==> src/rtl/fav_pkg.sv <==
`timescale 1ns / 1ps
// ----------------------------------------------------------------------------
// fav_pkg: shared types and codes for the frequency admission victim selector
// Operation codes, register indexes, history modes and the shared unit types.
// ----------------------------------------------------------------------------
package fav_pkg;

  typedef enum logic [1:0] {
    ALU_INC,
    ALU_SUB,
    ALU_CMP
  } alu_op_t;

  typedef struct packed {
    logic lt;
    logic eq;
  } alu_flags_t;

  localparam logic [2:0] FN_LOOKUP = 3'd0;
  localparam logic [2:0] FN_EPOCH  = 3'd1;
  localparam logic [2:0] FN_TOUCH  = 3'd2;
  localparam logic [2:0] FN_REMOVE = 3'd3;
  localparam logic [2:0] FN_VICTIM = 3'd4;

  localparam logic [1:0] MODE_EPOCH  = 2'd1;
  localparam logic [1:0] MODE_WINDOW = 2'd2;

  localparam logic [1:0] REG_MODE   = 2'd0;
  localparam logic [1:0] REG_MIN    = 2'd1;
  localparam logic [1:0] REG_WINDOW = 2'd2;

endpackage

==> src/rtl/fav_alu.sv <==
`timescale 1ns / 1ps
// ----------------------------------------------------------------------------
// fav_alu: shared count arithmetic unit
// Saturating increment, floor-at-zero subtract and magnitude compare.
// ----------------------------------------------------------------------------
module fav_alu import fav_pkg::*; #(
  parameter int CW = 32,
  parameter int AW = 32
) (
  input  alu_op_t         op,
  input  logic [AW-1:0]   a,
  input  logic [AW-1:0]   b,
  output logic [AW-1:0]   res,
  output alu_flags_t      flags
);

  localparam logic [AW:0]   ONE_SH = (AW+1)'(1) << CW;
  localparam logic [AW-1:0] CMAX   = AW'(ONE_SH - (AW+1)'(1));

  always_comb begin
    flags.lt = (a < b);
    flags.eq = (a == b);
    case (op)
      ALU_INC: res = (a >= CMAX) ? CMAX : a + AW'(1);
      ALU_SUB: res = (a <= b) ? '0 : a - b;
      default: res = a;
    endcase
  end

endmodule

==> config.mk <==
export PLATFORM = sky130hd
export DESIGN_NAME = fav_alu
export DESIGN_NICKNAME = d
export VERILOG_FILES = /design/src/rtl/fav_pkg.sv /design/src/rtl/fav_alu.sv
export SDC_FILE = /design/constraint.sdc
export NUM_CORES = 1
export LEC_CHECK = 0
export BUFFER_PORTS_ARGS = -buffer_cell sky130_fd_sc_hd__clkbuf_2
export CAP_MARGIN = 5
export CORE_MARGIN = 10
export CORE_UTILIZATION = 49
export DETAILED_ROUTE_END_ITERATION = 16
export PLACE_DENSITY = 0.81
export SLEW_MARGIN = 20
export SYNTH_ARGS = -nofsm -noshare
export SYNTH_HDL_FRONTEND = slang
export SYNTH_SLANG_ARGS = --single-unit
export TNS_END_PERCENT = 50
==> constraint.sdc <==
create_clock -name vclk -period 2.8
set_input_delay 0.28 -clock vclk [all_inputs]
set_output_delay 0.28 -clock vclk [all_outputs]
set_load 0.05 [all_outputs]
==> results of run 1 <==
repair_timing:
action,in CTS
endpoints found under the setup margin,32
pin swaps,17
setup buffers,13
gates cloned,0
gates resized for setup,36
logic make-up after synthesis:
family          synth area share [%]
fa+ha+maj                       14.8
compound gates                  42.8
simple gates                    26.1
buf+inv                         8.16
xor+xnor                        8.07
through the flow:
| step | std cells | hold slack [ns] | setup TNS (ns) | instance area, um^2 | util (%) |
|---|---|---|---|---|---|
| after floorplan | 467 | 0.789 | -10.94 | 3320 | - |
| after global placement | 762 | 1.02 | -13.74 | 5330 | 91.1 |
| after detailed placement | 762 | 1.03 | -16.85 | 5330 | 91.1 |
| after CTS | 775 | 1.03 | -6.27 | 5650 | 96.5 |
==> impl_results.md, run 1 <==
- Yosys top cell area share: 14.1%
- Synth area leader: ha_1
- Register area share after synthesis: 0%
- Cells after Synth: 467
- Syn. warnings: 0
- Port-buffer cells: 100
- Initial Utilization: 50.1%
- Die X: 97.3 um
- Average size of a mapped cell: 6.27 um^2
- Worst EP kind: output port
- Die Y: around 97 um
- Synth cell types: 59
- Cell Rows: 28
- Area of the mapped netlist: 2930 um^2
- Largest net degree at the start of global routing: 54
- Routability cong.: 1.00
- Outcome: did not finish
- Cells taking the most area after synthesis: ha_1 (14%), a21oi_1 (11%), o21ai_0 (7.2%), o22ai_1 (5.3%), inv_1 (5.0%)
- Most common library cells after synthesis: a21oi_1 (65), o21ai_0 (42), inv_1 (39)
- GRT worst endpoint: res[30]
- Stop Error: [ERROR DPL-0038] Utilization greater than 100%, impossible to legalize
- Fail Step: 5_1_grt
- # IOs: 100
- Most common cell in the synthesized netlist: a21oi_1
- Place WS: -0.642 ns
- Dpl hpwl: 12.9 mm
- Hold buffer count at CTS: 0
- Syn nets: roughly 570
==> inputs of run 2 (changes only) <==
Settings changed: CORE_UTILIZATION 49 to 40, PLACE_DENSITY 0.81 to unset, PLACE_DENSITY_LB_ADDON set to 0.15.
Clock period 2.8 ns to 3.6 ns, I/O delays scaled along.
==> impl_results.md, run 2 <==
- CP top delay family: compound AO/OA/AOI/OAI gates
- Antenna diode count: 0
- Syn nets: 567 (unchanged)
- Synth area leader: ha_1 (unchanged)
- 1st-iter DRT viols: 270
- Worst Tran Pin Value: 0.565 ns
- Critical Setup Path Class: primary input to output pin
- Most frequent cells in the layout: clkbuf_2 (68), a21oi_1 (64), inv_1 (39), nand2_1 (36), ha_1 (33)
- FMAX: just under 300 MHz
- Area of the mapped netlist: 2930 um^2 (unchanged)
- WHS Endpoint: res[8]
- Worst Path Required: 3.24 ns
- Average size of a mapped cell: 6.27 um^2 (unchanged)
- Die area: between 10000 and 15000 um^2
- Grt ovf: 0
- Final Cycle Share: 94.4%
- Cells after Synth: 467 (unchanged)
- Finished Cell Area: roughly 4100 um^2
- Logic pwr share: between 90% and 100%
- Final core utilization: between 50 and 60%
- CP Max Fanout: 19
- Most frequent cell on the critical path: a21oi_2
- Register share of total power: 0%
- Hold path cells: 3
- Placed Area: 4070 um^2 (was 5330 um^2)
- Seq. cell area: 0 um^2
- Die X: 106 um (was 97.3 um)
- Dpl hpwl: 9.15 mm (was 12.9 mm)
- Register area share after synthesis: 0% (unchanged)
- Lkg Pwr: 1.88 nW
- DRT Pass-1 Iters: 5
- CP endpoint kind: output pin
- Drt total wl: between 10 and 15 mm
- Cells taking the most area after synthesis: ha_1 (14%), a21oi_1 (11%), o21ai_0 (7.2%), o22ai_1 (5.3%), inv_1 (5.0%) (unchanged)
- Routability cong.: 0.891 (was 1.00)
- Pint: 0.332 mW
- Crit-path slowest cell: or4_1
- FFs & Latches: 0
- Worst hold path type: primary input to output pin
- Crit path arrival time: 3.04 ns
- Syn-to-layout area delta: 39.2%
- Most common cell in the synthesized netlist: a21oi_1 (unchanged)
- Max Cap Viol: 0
- Largest net degree at the start of global routing: 30
- Port-buffer cells: 100 (unchanged)
- # IOs: 100 (unchanged)
- Fin nets: around 670
- CP startpoint kind: primary input
- Cell Pwr Density: 191 nW/um^2
- Min-delay src: a[8]
- Clkbuf count: 0
- Sw power: ~0.45 mW
- Fin. max-slew vios: 0
- Antenna violations before repair: 0
- Rel. slew slack: 62.4%
- Yosys top cell area share: 14.1% (unchanged)
- Clock power frac: 0%
- Drt drc: 0
- Layout cell share with drive strength beyond 1: 23.4%
- Hold buffer count at CTS: 0 (unchanged)
- Final setup vio count: 0
- GRT Overall Usage: 18.6%
- CP max stage delay: 0.43 ns
- Maximum vdd drop: 0.0000967 V
- Switching share of power: 57.5%
- Most common library cells after synthesis: a21oi_1 (65), o21ai_0 (42), inv_1 (39) (unchanged)
- Outcome: finished clean (was did not finish)
- Fin. Hold Viols: 0
- Synth cell types: 59 (unchanged)
- DR vias: 3934
- Area of the multi-input gates: 2710 um^2
- Non-filler cells, final: ~660
- Most common cell after layout, fill and taps aside: clkbuf_2
- ANT nets after route: 0
- Fillcell total: 719
- RSZ-0062 raised after global routing: no
- Via/cell ratio: 5.94
- Die Y: 106 um (was 97.3 um)
- Cell Rows: 31 (was 28)
- Crit path cell chain: clkbuf_2 -> inv_1 -> ha_1 -> fa_1 -> nand2b_1 -> a21oi_2 -> o21ai_1 -> a21oi_2 -> a221oi_2 -> or4_1 -> buf_4 -> o32ai_2 -> buf_12
- Inst Count DP: 662 (was 762)
- Final min period: 3.40 ns
- Critical path buffers and inverters: 4
- First-pass GRT wire length: roughly 18 mm
- Initial Utilization: 40.8% (was 50.1%)
- Vias in the first global route: 3870
- DR WL/cell: 16.6 um
- Core outline area: 7180 um^2
- Syn. warnings: 0 (unchanged)
run 2: cell counts after synthesis:
Identical to the previous run, type by type.
run 2: how the worst max path moves through the flow:
stage / slack (ns) / endpoint / startpoint / depth (start not counted)
floorplan: -0.47 / res[26] / a[0] / 11
global placement: 0.13 / res[26] / a[0] / 13
detailed placement: 0.13 / res[26] / a[0] / 13
CTS: 0.11 / res[26] / a[0] / 13
global route: 0.03 / res[23] / a[0] / 13
finish: 0.20 / res[23] / a[0] / 13
run 2: tightest hold or removal path: cells and delay by family:
family / cells / cell delay (ns)
compound gates: 1 / 0.19
buf+inv: 2 / 0.28
run 2: metrics by stage:
step / setup TNS, ns / power, mW / setup slack [ns] / hold WS (ns)
after floorplan: -10.62 / 0.463 / -0.469 / 1.02
after global placement: 0 / 0.762 / 0.130 / 1.16
after detailed placement: 0 / 0.770 / 0.130 / 1.19
after CTS: 0 / 0.773 / 0.109 / 1.19
after global routing: 0 / 0.842 / 0.0266 / 1.21
final: 0 / 0.779 / 0.200 / 1.19
run 2: area by class of cell:
cell class	count	share of cell area (%)
Tap cell	99	3.04
Inverter	40	3.68
Timing Repair Buffer	115	26.8
Multi-Input combinational cell	408	66.5
run 2: logic make-up (layout without fill, tap and decap cells):
kind of cell / count (synthesis) / after routing / share of synthesized area (%)
AOI/OAI and AO/OA: 204 / 204 / 42.8
adders and majority gates: 34 / 34 / 14.8
xor gates and xnor gates: 27 / 27 / 8.07
and+or+nand+nor: 143 / 143 / 26.1
buffers and inverters: 59 / 155 / 8.16
run 2: power groups by stage:
stage / Combinational (mW) / Sequential, mW / Clock (mW)
6_report: 0.779 / 0 / 0
5_1_grt: 0.842 / 0 / 0
4_1_cts: 0.773 / 0 / 0
3_5_place_dp: 0.770 / 0 / 0
3_3_place_gp: 0.762 / 0 / 0
2_1_floorplan: 0.463 / 0 / 0
run 2: timing repair:
item,4_1_cts,5_1_grt
buffers inserted,0,0
endpoints found under the setup margin,0,16
gates resized for setup,0,12
run 2: per-layer routing:
metal | track usage [%] | vias to the layer above | wire [um]
met2 | 32.8 | 132 | 5360
met1 | 24.4 | 1836 | 4900
li1 | - | 1956 | -
met4 | 1.84 | 0 | 115
met5 | 0 | - | 0
met3 | 2.25 | 10 | 635
(Power assumes the default switching activity.)
